===== config.mk =====
export PLATFORM = sky130hd
export DESIGN_NAME = tgqg_ctrl
export DESIGN_NICKNAME = d
export VERILOG_FILES = /design/src/rtl/text_glyph_quad_generator_defines.svh /design/src/rtl/tgqg_pkg.sv /design/src/rtl/tgqg_ctrl.sv
export SDC_FILE = /design/constraint.sdc
export NUM_CORES = 1
export LEC_CHECK = 0
export BUFFER_PORTS_ARGS = -buffer_cell sky130_fd_sc_hd__buf_2
export CELL_PAD_IN_SITES_DETAIL_PLACEMENT = 1
export CELL_PAD_IN_SITES_GLOBAL_PLACEMENT = 2
export CORE_ASPECT_RATIO = 1.5
export CORE_MARGIN = 1
export CORE_UTILIZATION = 33
export CTS_CLUSTER_DIAMETER = 200
export CTS_CLUSTER_SIZE = 40
export DETAILED_ROUTE_END_ITERATION = 12
export HOLD_SLACK_MARGIN = 0.15
export PLACE_DENSITY = 0.85
export SLEW_MARGIN = 30
export SYNTH_ARGS = -nofsm -noshare
export SYNTH_HDL_FRONTEND = slang
export SYNTH_SLANG_ARGS = --single-unit

===== constraint.sdc =====
create_clock -name clk -period 2.8 [get_ports clk]
set_clock_uncertainty 0.05 [all_clocks]
set_input_delay 0.56 -clock clk [delete_from_list [all_inputs] [get_ports clk]]
set_output_delay 0.56 -clock clk [all_outputs]
set_load 0.01 [all_outputs]

===== src/rtl/text_glyph_quad_generator_defines.svh =====
// ---------------------------------------------------------------------------
// text glyph quad generator assertion macros
// concurrent checks on clk, disabled while rst is high
// ---------------------------------------------------------------------------
`ifndef TEXT_GLYPH_QUAD_GENERATOR_DEFINES_SVH
`define TEXT_GLYPH_QUAD_GENERATOR_DEFINES_SVH

`ifndef SYNTH

// condition holds at every edge out of reset
`define TGQG_ASSERT(label, cond) \
  label: assert property (@(posedge clk) disable iff (rst) (cond)) \
    else $error("tgqg check failed");

// antecedent implies consequent in the next cycle
`define TGQG_ASSERT_NEXT(label, ante, cons) \
  label: assert property (@(posedge clk) disable iff (rst) (ante) |=> (cons)) \
    else $error("tgqg check failed");

`else

`define TGQG_ASSERT(label, cond)
`define TGQG_ASSERT_NEXT(label, ante, cons)

`endif

`endif


===== src/rtl/tgqg_pkg.sv =====
// ---------------------------------------------------------------------------
// tgqg_pkg
// shared codes, constants and the controller command type
// ---------------------------------------------------------------------------
package tgqg_pkg;

  // action codes
  localparam logic [1:0] ACT_LOAD  = 2'd0;
  localparam logic [1:0] ACT_START = 2'd1;
  localparam logic [1:0] ACT_CHAR  = 2'd2;

  // configuration register indexes
  localparam logic [2:0] REG_ASCII_OFFSET  = 3'd0;
  localparam logic [2:0] REG_CELL_WIDTH    = 3'd1;
  localparam logic [2:0] REG_GLYPH_HEIGHT  = 3'd2;
  localparam logic [2:0] REG_GLYPH_COUNT   = 3'd3;
  localparam logic [2:0] REG_SURFACE_SHIFT = 3'd4;
  localparam logic [2:0] REG_ATLAS_COLUMNS = 3'd5;

  localparam logic [15:0] NEWLINE_CODE = 16'd10;

  // vertex order: tl, tr, bl, br, bl, tr
  localparam logic [2:0] LAST_VTX   = 3'd5;
  localparam logic [5:0] VTX_RIGHT  = 6'b101010;
  localparam logic [5:0] VTX_BOTTOM = 6'b011100;

  typedef struct packed {
    logic       accept;
    logic       div_init;
    logic       div_step;
    logic       mul;
    logic       sum;
    logic       emit;
    logic [2:0] vtx;
  } cmd_t;

endpackage


===== src/rtl/tgqg_ctrl.sv =====
// ---------------------------------------------------------------------------
// tgqg_ctrl
// sequencer: table read, serial divide, multiply, sum, six vertex emits
// ---------------------------------------------------------------------------
module tgqg_ctrl #(
  parameter int DIV_STEPS = 10
) (
  input  logic             clk,
  input  logic             rst,
  input  logic             in_valid,
  output logic             in_stall,
  input  logic [1:0]       action,
  output logic             out_valid,
  input  logic             out_stall,
  output tgqg_pkg::cmd_t   cmd
);
  import tgqg_pkg::*;

  localparam int CW = $clog2(DIV_STEPS);

  localparam logic [2:0] ST_IDLE = 3'd0;
  localparam logic [2:0] ST_READ = 3'd1;
  localparam logic [2:0] ST_DIV  = 3'd2;
  localparam logic [2:0] ST_MUL  = 3'd3;
  localparam logic [2:0] ST_SUM  = 3'd4;
  localparam logic [2:0] ST_EMIT = 3'd5;

  logic [2:0]    state, state_next;
  logic [CW-1:0] cnt, cnt_next;
  logic [2:0]    vtx, vtx_next;
  logic          out_valid_next;
  logic          out_free;

  always_comb begin
    state_next = state;
    cnt_next   = cnt;
    vtx_next   = vtx;
    cmd        = '0;
    cmd.vtx    = vtx;
    in_stall   = (state != ST_IDLE);
    out_free   = !out_valid || !out_stall;
    unique case (state)
      ST_IDLE: begin
        if (in_valid) begin
          cmd.accept = 1'b1;
          if (action == ACT_CHAR) begin
            state_next = ST_READ;
          end
        end
      end
      ST_READ: begin
        cmd.div_init = 1'b1;
        cnt_next     = '0;
        state_next   = ST_DIV;
      end
      ST_DIV: begin
        cmd.div_step = 1'b1;
        if (cnt == CW'(DIV_STEPS - 1)) begin
          state_next = ST_MUL;
        end else begin
          cnt_next = cnt + 1'b1;
        end
      end
      ST_MUL: begin
        cmd.mul    = 1'b1;
        state_next = ST_SUM;
      end
      ST_SUM: begin
        cmd.sum    = 1'b1;
        vtx_next   = '0;
        state_next = ST_EMIT;
      end
      ST_EMIT: begin
        if (out_free) begin
          cmd.emit = 1'b1;
          if (vtx == LAST_VTX) begin
            state_next = ST_IDLE;
          end else begin
            vtx_next = vtx + 1'b1;
          end
        end
      end
      default: begin
        state_next = ST_IDLE;
      end
    endcase

    if (cmd.emit) begin
      out_valid_next = 1'b1;
    end else if (!out_stall) begin
      out_valid_next = 1'b0;
    end else begin
      out_valid_next = out_valid;
    end
  end

  always_ff @(posedge clk) begin
    if (rst) begin
      state     <= ST_IDLE;
      cnt       <= '0;
      vtx       <= '0;
      out_valid <= 1'b0;
    end else begin
      state     <= state_next;
      cnt       <= cnt_next;
      vtx       <= vtx_next;
      out_valid <= out_valid_next;
    end
  end

endmodule


## Word-level counts from Yosys, hierarchy flattened

Index checks and enable logic that the tools add are counted.

- Bits of input ports: 6
- Output and inout port bits: 11
- Word-level logic and storage cells: 53
- Register bits after elaboration: 11

- Add/subtract/negate cells: 2
- Reduce and logical (&&, ||, !) cells: 10
- Equal/unequal tests: 16
- Mux-type cells: 21

Operators by type and width:

| cell | number |
|---|---|
| 3-bit 2-to-1 mux | 7 |
| 3-bit one-hot mux with 6 select lines | 1 |
| 2-bit inequality test (second input constant) | 7 |
| 1-bit 2-to-1 mux | 10 |
| 3-bit equality test (second input constant) | 3 |
| 4-bit one-hot mux with 2 select lines | 1 |
| 3-bit by 2-bit equality test with 1-bit output (second input constant) | 2 |
| 3-bit one-hot mux with 2 select lines | 1 |
| 5-bit AND reduction | 1 |
| 4-bit by 1-bit adder with 4-bit output (second input constant) | 1 |
| 4-bit equality test (second input constant) | 1 |
| 4-bit 2-to-1 mux | 1 |
| 2-bit nonzero test | 2 |
| 3-bit by 1-bit adder with 3-bit output (second input constant) | 1 |
| 3-bit by 1-bit equality test with 1-bit output (second input constant) | 1 |
| 3-bit logical NOT | 1 |
| 3-bit AND reduction | 1 |
| 3-bit nonzero test | 1 |
| 2-bit equality test (second input constant) | 1 |
| 1-bit logical NOT | 2 |
| 2-bit by 1-bit inequality test with 1-bit output (second input constant) | 1 |
| 2-bit AND reduction | 1 |
| 1-bit logical OR | 1 |

## Depth between registers and ports, before layout

Gate-level depths: netlist of run 1.

- Depth after elaboration: 5
- Depth in mapped cells: 5
- Gate-level depth less buffers: 5

## Least setup slack after synthesis of run 1

Ideal clock, no wire load.

- Kind: reg2reg
- From: register vtx[1]
- To: register vtx[0]
- Library setup time: 75 ps
- Clock period less this slack: 1583 ps
- Buffers on the path: 0
- Data required time: 2675 ps
- Slack: 1217 ps
- Arrival: 1458 ps
- Cell stages (with the launch flop): 6
- Path through: dfxtp_1 inv_1 ha_1 and3_1 or4b_1 o22ai_1

- Word-level cells in the longest chain between the ends: 3

RTL lines:

| what | line | text |
|---|---|---|
| start: declaration | tgqg_ctrl.sv:30 | `logic [2:0] vtx, vtx_next;` |
| start signal: assignment | tgqg_ctrl.sv:106 | `vtx <= vtx_next;` |
| 3-bit equality test | tgqg_ctrl.sv:76 | `if (vtx == LAST_VTX) begin` |
| 2-bit inequality test (no source line) | n/a |  |
| 3-bit AND reduction (no source line) | n/a |  |

No other way between the ends.
A chain may end at the register's enable or synchronous reset.

==> summary.md, run 1 <==
| Metric | Value |
|---|---|
| Status | `finished clean` |
| Crit path from | `state[0]$_SDFFE_PP0P_` |
| CTS tree | `yes` |
| Pin slew with the least headroom to its limit | `0.4737 ns` |
| RSZ-0062 raised after global routing | `no` |
| Clock H-tree levels | `1` |
| Peak supply drop | `222.7 µV` |
| Post-Syn Instances | `78` |
| Post-synth EDFFs | `0` |
| IO buf count | `16` |
| Launching point of the worst reg2reg path | `state[0]$_SDFFE_PP0P_` |
| IO Count | `17` |
| Clock transition at path regs | `0.07 ns` |
| Total number of vias | `655` |
| Clock buffer depth | `2` |
| Final Cycle Share | `0.7738` |
| Number of global-route vias before repair | `663` |
| # setup viols final | `0` |
| Most frequent cells in the layout | `buf_2 (16), dfxtp_1 (11), nor2_1 (6)` |
| Initial antenna violation count | `0` |
| Library cells used by synthesis | `40` |
| PD cells | `406.2 nW/µm²` |
| Pleak | `0.3491 nW` |
| Syn Nets | `88` |
| Mapped Area | `720.7 µm²` |
| Share of cells above drive strength 1 | `0.2903` |
| Fin. max-slew vios | `0` |
| Clock Latency Late Sink | `0.27 ns` |
| Hold_sp | `vtx[1]$_SDFFE_PP0P_` |
| Hold_buf cts | `0` |
| Setup TNS | `0 ns` |
| Clock tree sinks | `11` |
| Layout area overhead | `14.06%` |
| CP Class | `register to output pin` |
| Pre-antenna DRT Iters | `3` |
| Commonest non-fill, non-tap cell in the layout | `buf_2` |
| First-pass GRT wire length | `2.939 mm` |
| Final Net Count | `104` |
| Remaining antenna violation count after routing | `0` |
| Relative slew margins | `0.6838` |
| Area of the multi-input gates | `452.9 µm²` |
| Final Util | `0.4006` |
| Detailed placement HPWL | `1.294 mm` |
| Setup crit end kind | `output pin` |
| Mean routed wirelength per cell | `14.77 µm` |
| Avg Synthesized Cell Area | `9.240 µm²` |
| DRT Wirelength | `1.698 mm` |
| Final hold violation count | `0` |
| RD Place Congestion | `0.6689` |
| Data required, critical path | `2.19 ns` |
| Post-CTS Resized | `0` |
| Initial core utilization | `0.3512` |
| Design Power | `333.9 µW` |
| Hold crit path type | `register to register` |
| Critical Path Source Type | `register` |
| Total track usage | `0.1769` |
| Filler cells | `256` |
| DIE AREA | `2379 µm²` |
| Data arrival, critical path | `1.56 ns` |
| Max Cap Viol | `0` |
| Cell Rows | `20` |
| Chip Width | `40.16 µm` |
| Reg area | `220.2 µm²` |
| Yosys reg bits | `11` |
| Synth async-reset ratio | `0` |
| Sequential element share of the synthesized area | `0.3056` |
| Synth Flop Type | `dfxtp_1` |
| Critical-path maximum fanout | `16` |
| YS warnings | `0` |
| DR iter-0 viols | `7` |
| Largest net degree at the start of global routing | `17` |
| CTS Buf Count | `3` |
| Final min period | `2.167 ns` |
| Die Y | `59.24 µm` |
| Post-CTS Setup Repair Bufs | `0` |
| # diodes | `0` |
| Core Footprint | `2052 µm²` |
| Grt total ovfl | `0` |
| Root Driver | `clkbuf_4` |
| Vias per Instance | `5.696` |
| Fmax | `0.4615 GHz` |
| Post-route DRC violation count | `0` |
-- cell type report --
type,instances,area share
Multi-Input combinational cell,58,0.5510
Clock buffer,4,0.03196
Sequential cell,11,0.2679
Tap cell,22,0.03349
Timing Repair Buffer,16,0.09741
Inverter,4,0.01826
-- metal layers --
layer,wire length (µm),GRT usage,vias to the layer above
met3,43,0.03383,2
met5,0,0,-
met4,7,0.05911,0
met2,962,0.3157,8
met1,685,0.1958,321
li1,-,-,324
-- worst paths after layout --
kind,end,slack (ns),cells past startpoint
max,cmd[7],0.63,3
min,vtx[1]$_SDFFE_PP0P_,0.48,2
max reg2reg,vtx[0]$_SDFFE_PP0P_,1.11,3
min reg2reg,vtx[1]$_SDFFE_PP0P_,0.48,2
-- where the power goes --
group          total [mW]  internal [mW]  switching, mW
clock network       0.109         0.0551         0.0540
registers           0.173          0.161         0.0125
logic              0.0513         0.0249         0.0264
total               0.334          0.241         0.0930
-- logic make-up (layout without fill, tap and decap cells) --
| logic type | after synthesis | count (layout) | share of synthesized area |
|---|---|---|---|
| and+or+nand+nor | 33 | 33 | 0.3368 |
| AOI/OAI and AO/OA | 18 | 18 | 0.1823 |
| DFF | 11 | 11 | 0.3056 |
| buffers and inverters | 9 | 24 | 0.06596 |
| adders and majority gates | 4 | 4 | 0.06945 |
| muxes | 2 | 2 | 0.02778 |
| xor gates and xnor gates | 1 | 1 | 0.01215 |
-- critical path, stage by stage (launching register included) --
cell and delay, ns:
dfxtp_1 0.62, or3b_1 0.47, inv_1 0.08, buf_2 0.12
-- per-stage QoR --
step	hold slack, ns	area, µm²	setup slack [ns]	std cells
CTS	0.4847	822.0	0.6174	115
global route	0.5380	822.0	0.5166	115
finish	0.4795	822.0	0.6333	115
global placement	0.4531	795.8	0.9476	111
detailed placement	0.4749	795.8	0.9236	111
floorplan	0.4391	720.7	1.217	78
-- cell usage after synthesis (2+ instances only) --
master     n  share of area
and3b_1    2          0.024
ha_1       4          0.069
a21oi_1    4          0.028
nand3b_1   3          0.031
nand2b_1   2          0.017
a31oi_1    2          0.017
mux2i_1    2          0.028
or4_1      2          0.021
inv_1      4          0.021
a311oi_1   2          0.024
or3b_1     3          0.036
and3_1     2          0.017
dfxtp_1   11           0.31
buf_2      2          0.014
or2_2      2          0.017
nand2_1    2          0.010
nor2_1     6          0.031
-- state kept, by name, summed over array words and instances (netlist names) --
register / flops
out_valid: 1
vtx: 3
state: 3
cnt: 4
Power figures use the tool's default switching activity.
==> run 2, diff against run 1 <==
--- a/config.mk
+++ b/config.mk
@@ -10,12 +10,12 @@
 export CELL_PAD_IN_SITES_GLOBAL_PLACEMENT = 2
 export CORE_ASPECT_RATIO = 1.5
 export CORE_MARGIN = 1
-export CORE_UTILIZATION = 33
+export CORE_UTILIZATION = 27
 export CTS_CLUSTER_DIAMETER = 200
 export CTS_CLUSTER_SIZE = 40
 export DETAILED_ROUTE_END_ITERATION = 12
 export HOLD_SLACK_MARGIN = 0.15
-export PLACE_DENSITY = 0.85
+export PLACE_DENSITY = 0.75
 export SLEW_MARGIN = 30
 export SYNTH_ARGS = -nofsm -noshare
 export SYNTH_HDL_FRONTEND = slang
==> constraint.sdc (replaced) <==
create_clock -name clk -period 1.8 [get_ports clk]
set_clock_uncertainty 0.05 [all_clocks]
set_input_delay 0.36 -clock clk [delete_from_list [all_inputs] [get_ports clk]]
set_output_delay 0.36 -clock clk [all_outputs]
set_load 0.01 [all_outputs]
==> summary.md, run 2 (synthesized netlist as in run 1, its figures left out) <==
| Metric | Value |
|---|---|
| Net Sw Power | `149.9 µW` |
| Vias per Instance | `5.667` |
| Chip Width | `44.19 µm` |
| First-pass GRT wire length | `3.236 mm` |
| Slowest cell delay on critical path | `0.44 ns` |
| DR iter-0 viols | `7` |
| Switching Fraction | `0.2815` |
| Mean routed wirelength per cell | `15.27 µm` |
| Initial core utilization | `0.2909` |
| Final Net Count | `107` |
| CTS Buf Count | `3` |
| Pleak | `0.3679 nW` |
| DRT Wirelength | `1.832 mm` |
| Clock network fraction of total power | `0.321` |
| Critical-path maximum fanout | `8` |
| Number of global-route vias before repair | `692` |
| Root Driver | `clkbuf_4` |
| Total number of vias | `680` |
| Critical path, cell by cell | `or3b_4, inv_1, buf_2` |
| Clock buffer depth | `2` |
| Pin slew with the least headroom to its limit | `0.3879 ns` |
| Largest net degree at the start of global routing | `16` |
| Share of cells above drive strength 1 | `0.3542` |
| CP Class | `register to output pin` |
| Post-route DRC violation count | `0` |
| Reg power frac | `0.503` |
| Die Y | `65.28 µm` |
| CTS tree | `yes` |
| Initial antenna violation count | `0` |
| Clock transition at path regs | `0.07 ns` |
| Remaining antenna violation count after routing | `0` |
| Fmax | `0.5779 GHz` |
| Data arrival, critical path | `1.32 ns` |
| Total track usage | `0.1480` |
| Largest regs | `cnt x4, state x3, vtx x3` |
| Grt total ovfl | `0` |
| Core Footprint | `2477 µm²` |
| Final hold slack | `0.3862 ns` |
| Clock H-tree levels | `1` |
| Setup TNS | `0 ns` |
| Number of flip-flops in the largest register | `4` |
| Most frequent cells in the layout | `buf_2 (16), dfxtp_1 (8), nor2_1 (6)` |
| Top reg by flops | `cnt` |
| RD Place Congestion | `0.6886` |
| Final Util | `0.3444` |
| Peak supply drop | `315.1 µV` |
| Filler cells | `301` |
| Data required, critical path | `1.39 ns` |
| Cell Rows | `22` |
| Cell-internal power | `382.7 µW` |
| Hold crit path type | `primary input to register` |
| Final Cycle Share | `0.9614` |
| Pre-antenna DRT Iters | `2` |
| Relative slew margins | `0.7395` |
| IO Count | `17` |
| # diodes | `0` |
| Detailed placement HPWL | `1.432 mm` |
| Critical Path Source Type | `register` |
| Commonest non-fill, non-tap cell in the layout | `buf_2` |
| Clock Latency Late Sink | `0.27 ns` |
| Slowest-stage cell, CP | `or3b_4` |
| Clock tree sinks | `11` |
| DIE AREA | `2884 µm²` |
| Gate power share | `0.176` |
| Final min period | `1.731 ns` |
| IO buf count | `16` |
| Status | `finished clean` |
| Fin. max-slew vios | `0` |
| # setup viols final | `0` |
| Layout area overhead | `18.40%` |
| Final hold violation count | `0` |
| Max Cap Viol | `0` |
| PD cells | `624.2 nW/µm²` |
| Setup crit end kind | `output pin` |
-- run 2: path summary, 6_finish.rpt --
path / start / slack [ns] / depth (start not counted) / to
max: state[0]$_SDFFE_PP0P_ / 0.07 / 3 / cmd[7]
min: rst / 0.39 / 2 / state[0]$_SDFFE_PP0P_
max reg2reg: vtx[1]$_SDFFE_PP0P_ / 0.17 / 5 / vtx[0]$_SDFFE_PP0P_
min reg2reg: vtx[1]$_SDFFE_PP0P_ / 0.48 / 2 / vtx[1]$_SDFFE_PP0P_
-- run 2: timing repair --
item	CTS	global route
resized for setup	3	1
hold buffers	0	0
endpoints found under the setup margin	2	2
pin swaps	0	0
setup buffers	0	0
-- run 2: final cells by class --
class | count | area (µm²) | area share
Timing Repair Buffer | 19 | 102.6 | 0.1202
Sequential cell | 11 | 224.0 | 0.2625
Tap cell | 24 | 30.03 | 0.03519
Inverter | 4 | 15.01 | 0.01760
Clock buffer | 4 | 26.28 | 0.03079
Multi-Input combinational cell | 58 | 455.4 | 0.5337
-- run 2: stage by stage --
stage | std cells | setup slack, ns | instance area (µm²) | power, mW
2_1_floorplan | 78 | 0.2170 | 720.7 | 0.3288
3_3_place_gp | 116 | 0.2314 | 820.8 | 0.3615
3_5_place_dp | 116 | 0.1863 | 820.8 | 0.3649
4_1_cts | 120 | 0.01830 | 852.1 | 0.5416
5_1_grt | 120 | -0.01039 | 853.3 | 0.5664
6_report | 120 | 0.06945 | 853.3 | 0.5327
-- run 2: critical path: cells and delay by family, from the launching register on --
kind	cells	cell delay [ns]
and+or+nand+nor	1	0.44
DFF	1	0.40
buffers and inverters	2	0.20
-- run 2: layer usage --
layer	global-route usage	up-vias	wire, µm
met2	0.2665	8	1049
met3	0.01923	2	40
met1	0.1700	339	720
met4	0.05682	0	22
li1	-	331	-
met5	0	-	0
-- run 2: power by group through the flow --
stage / clock [mW] / sequential, mW / combinational, mW
detailed placement: 0 / 0.272 / 0.0924
global placement: 0 / 0.272 / 0.0895
finish: 0.171 / 0.268 / 0.0940
global route: 0.190 / 0.270 / 0.106
floorplan: 0 / 0.262 / 0.0672
CTS: 0.180 / 0.268 / 0.0944
==> run 3, diff against run 2 <==
--- a/config.mk
+++ b/config.mk
@@ -8,7 +8,7 @@
 export BUFFER_PORTS_ARGS = -buffer_cell sky130_fd_sc_hd__buf_2
 export CELL_PAD_IN_SITES_DETAIL_PLACEMENT = 1
 export CELL_PAD_IN_SITES_GLOBAL_PLACEMENT = 2
-export CORE_ASPECT_RATIO = 1.5
+export CORE_ASPECT_RATIO = 1.2
 export CORE_MARGIN = 1
 export CORE_UTILIZATION = 27
 export CTS_CLUSTER_DIAMETER = 200
==> summary.md, run 3 (synthesized netlist as in run 1, its figures left out) <==
| Metric | Value |
|---|---|
| Peak supply drop | `364.6 µV` |
| Critical Path Source Type | `register` |
| PD cells | `614.7 nW/µm²` |
| Post-route DRC violation count | `1` |
| Setup crit end kind | `output pin` |
| Setup TNS | `0 ns` |
| Hold_buf cts | `0` |
| Crit path capture | `cmd[7]` |
| Vias per Instance | `5.234` |
| DR iter-0 viols | `1` |
| Number of global-route vias before repair | `669` |
| Worst R2R End | `vtx[0]$_SDFFE_PP0P_` |
| # diodes | `0` |
| Critical-path maximum fanout | `10` |
| Share of cells above drive strength 1 | `0.3474` |
| Total track usage | `0.1281` |
| Clock Latency Late Sink | `0.26 ns` |
| Chip Width | `49.17 µm` |
| Violated checks | `DRC` |
| Crit path from | `state[0]$_SDFFE_PP0P_` |
| Top reg by flops | `cnt` |
| Max Cap Viol | `0` |
| Initial core utilization | `0.2851` |
| Fmax | `0.5877 GHz` |
| Commonest non-fill, non-tap cell in the layout | `buf_2` |
| Mean routed wirelength per cell | `13.38 µm` |
| CTS Buf Count | `3` |
| Clock buffer depth | `2` |
| Hold crit path type | `primary input to register` |
| Worst R2R Setup Slack | `0.16 ns` |
| Data required, critical path | `1.39 ns` |
| Relative slew margins | `0.7466` |
| RD Place Congestion | `0.6934` |
| IO Count | `17` |
| CTS tree | `yes` |
| Pin slew with the least headroom to its limit | `0.3774 ns` |
| Cell Rows | `20` |
| Total number of vias | `670` |
| Die Y | `58.60 µm` |
| DRT Wirelength | `1.712 mm` |
| Layout area overhead | `18.92%` |
| Number of flip-flops in the largest register | `4` |
| DIE AREA | `2881 µm²` |
| Final Cycle Share | `0.9454` |
| Filler cells | `308` |
| RSZ-0062 raised after global routing | `no` |
| CP Class | `register to output pin` |
| First-pass GRT wire length | `2.877 mm` |
| R2r worst-path depth | `5` |
| # setup viols final | `0` |
| Root Driver | `clkbuf_4` |
| Final min period | `1.702 ns` |
| Post-CTS Setup Repair Bufs | `0` |
| Most frequent cells in the layout | `buf_2 (16), dfxtp_1 (8), nor2_1 (6)` |
| Final Net Count | `106` |
| Clock transition at path regs | `0.07 ns` |
| Remaining antenna violation count after routing | `0` |
| Status | `finished, violations left` |
| Final hold violation count | `0` |
| Grt total ovfl | `0` |
| Pleak | `0.3626 nW` |
| Data arrival, critical path | `1.29 ns` |
| Core Footprint | `2527 µm²` |
| Clock H-tree levels | `1` |
| Detailed placement HPWL | `1.288 mm` |
| Launching point of the worst reg2reg path | `vtx[1]$_SDFFE_PP0P_` |
| Largest regs | `cnt x4, state x3, vtx x3` |
| Fin. max-slew vios | `0` |
| Pre-antenna DRT Iters | `7` |
| Final Util | `0.3391` |
| Clock tree sinks | `11` |
| Initial antenna violation count | `0` |
| Largest net degree at the start of global routing | `16` |
| IO buf count | `16` |
[run 3: layout make-up]
cell class	instances	area (µm²)	share of cell area
Multi-Input combinational cell	58	455.4	0.5314
Tap cell	33	41.29	0.04818
Clock buffer	4	26.28	0.03066
Inverter	4	15.01	0.01752
Sequential cell	11	224.0	0.2613
Timing Repair Buffer	18	95.09	0.1109
[run 3: worst min-delay path by stage]
stage	to	from	slack, ns	depth (start not counted)
after floorplan	cnt[3]$_SDFFE_PP0P_	cnt[3]$_SDFFE_PP0P_	0.44	2
after global placement	cnt[2]$_SDFFE_PP0P_	cnt[2]$_SDFFE_PP0P_	0.48	2
after detailed placement	vtx[1]$_SDFFE_PP0P_	vtx[1]$_SDFFE_PP0P_	0.49	2
after CTS	state[0]$_SDFFE_PP0P_	rst	0.39	2
after global routing	state[0]$_SDFFE_PP0P_	rst	0.41	2
final	state[0]$_SDFFE_PP0P_	rst	0.40	2
[run 3: per-stage QoR]
step / instance area [µm²] / std cells / setup WS, ns / hold WS (ns) / power (mW)
5_1_grt: 857.1 / 128 / 0.02466 / 0.4095 / 0.5598
6_report: 857.1 / 128 / 0.09831 / 0.3972 / 0.5269
3_3_place_gp: 824.5 / 124 / 0.1789 / 0.4765 / 0.3586
2_1_floorplan: 720.7 / 78 / 0.2170 / 0.4391 / 0.3288
3_5_place_dp: 824.5 / 124 / 0.1648 / 0.4887 / 0.3601
4_1_cts: 854.6 / 128 / 0.01663 / 0.3877 / 0.5346
[run 3: worst max-delay path: stages, from the launching register on]
cell     delay (ns)
dfxtp_2        0.42
or3b_4         0.44
inv_1          0.06
buf_2          0.12
[run 3: routing by layer]
metal | track usage | vias to the layer above | routed length, µm
met1 | 0.1554 | 327 | 837
met4 | 0.06723 | 0 | 27
li1 | - | 330 | -
met2 | 0.2211 | 11 | 793
met5 | 0 | - | 0
met3 | 0.01550 | 2 | 54
[run 3: report_power, final]
group          switching [mW]  internal (mW)  total [mW]  leakage [nW]
Clock                  0.0839         0.0855       0.169        0.0150
Combinational          0.0457         0.0431      0.0889         0.257
Sequential             0.0173          0.251       0.269        0.0902
Total                   0.147          0.380       0.527         0.363
[run 3: repair_timing]
action	CTS	global route
setup endpoints to repair	1	3
gates resized for setup	2	2
endpoints found under the hold margin	0	0
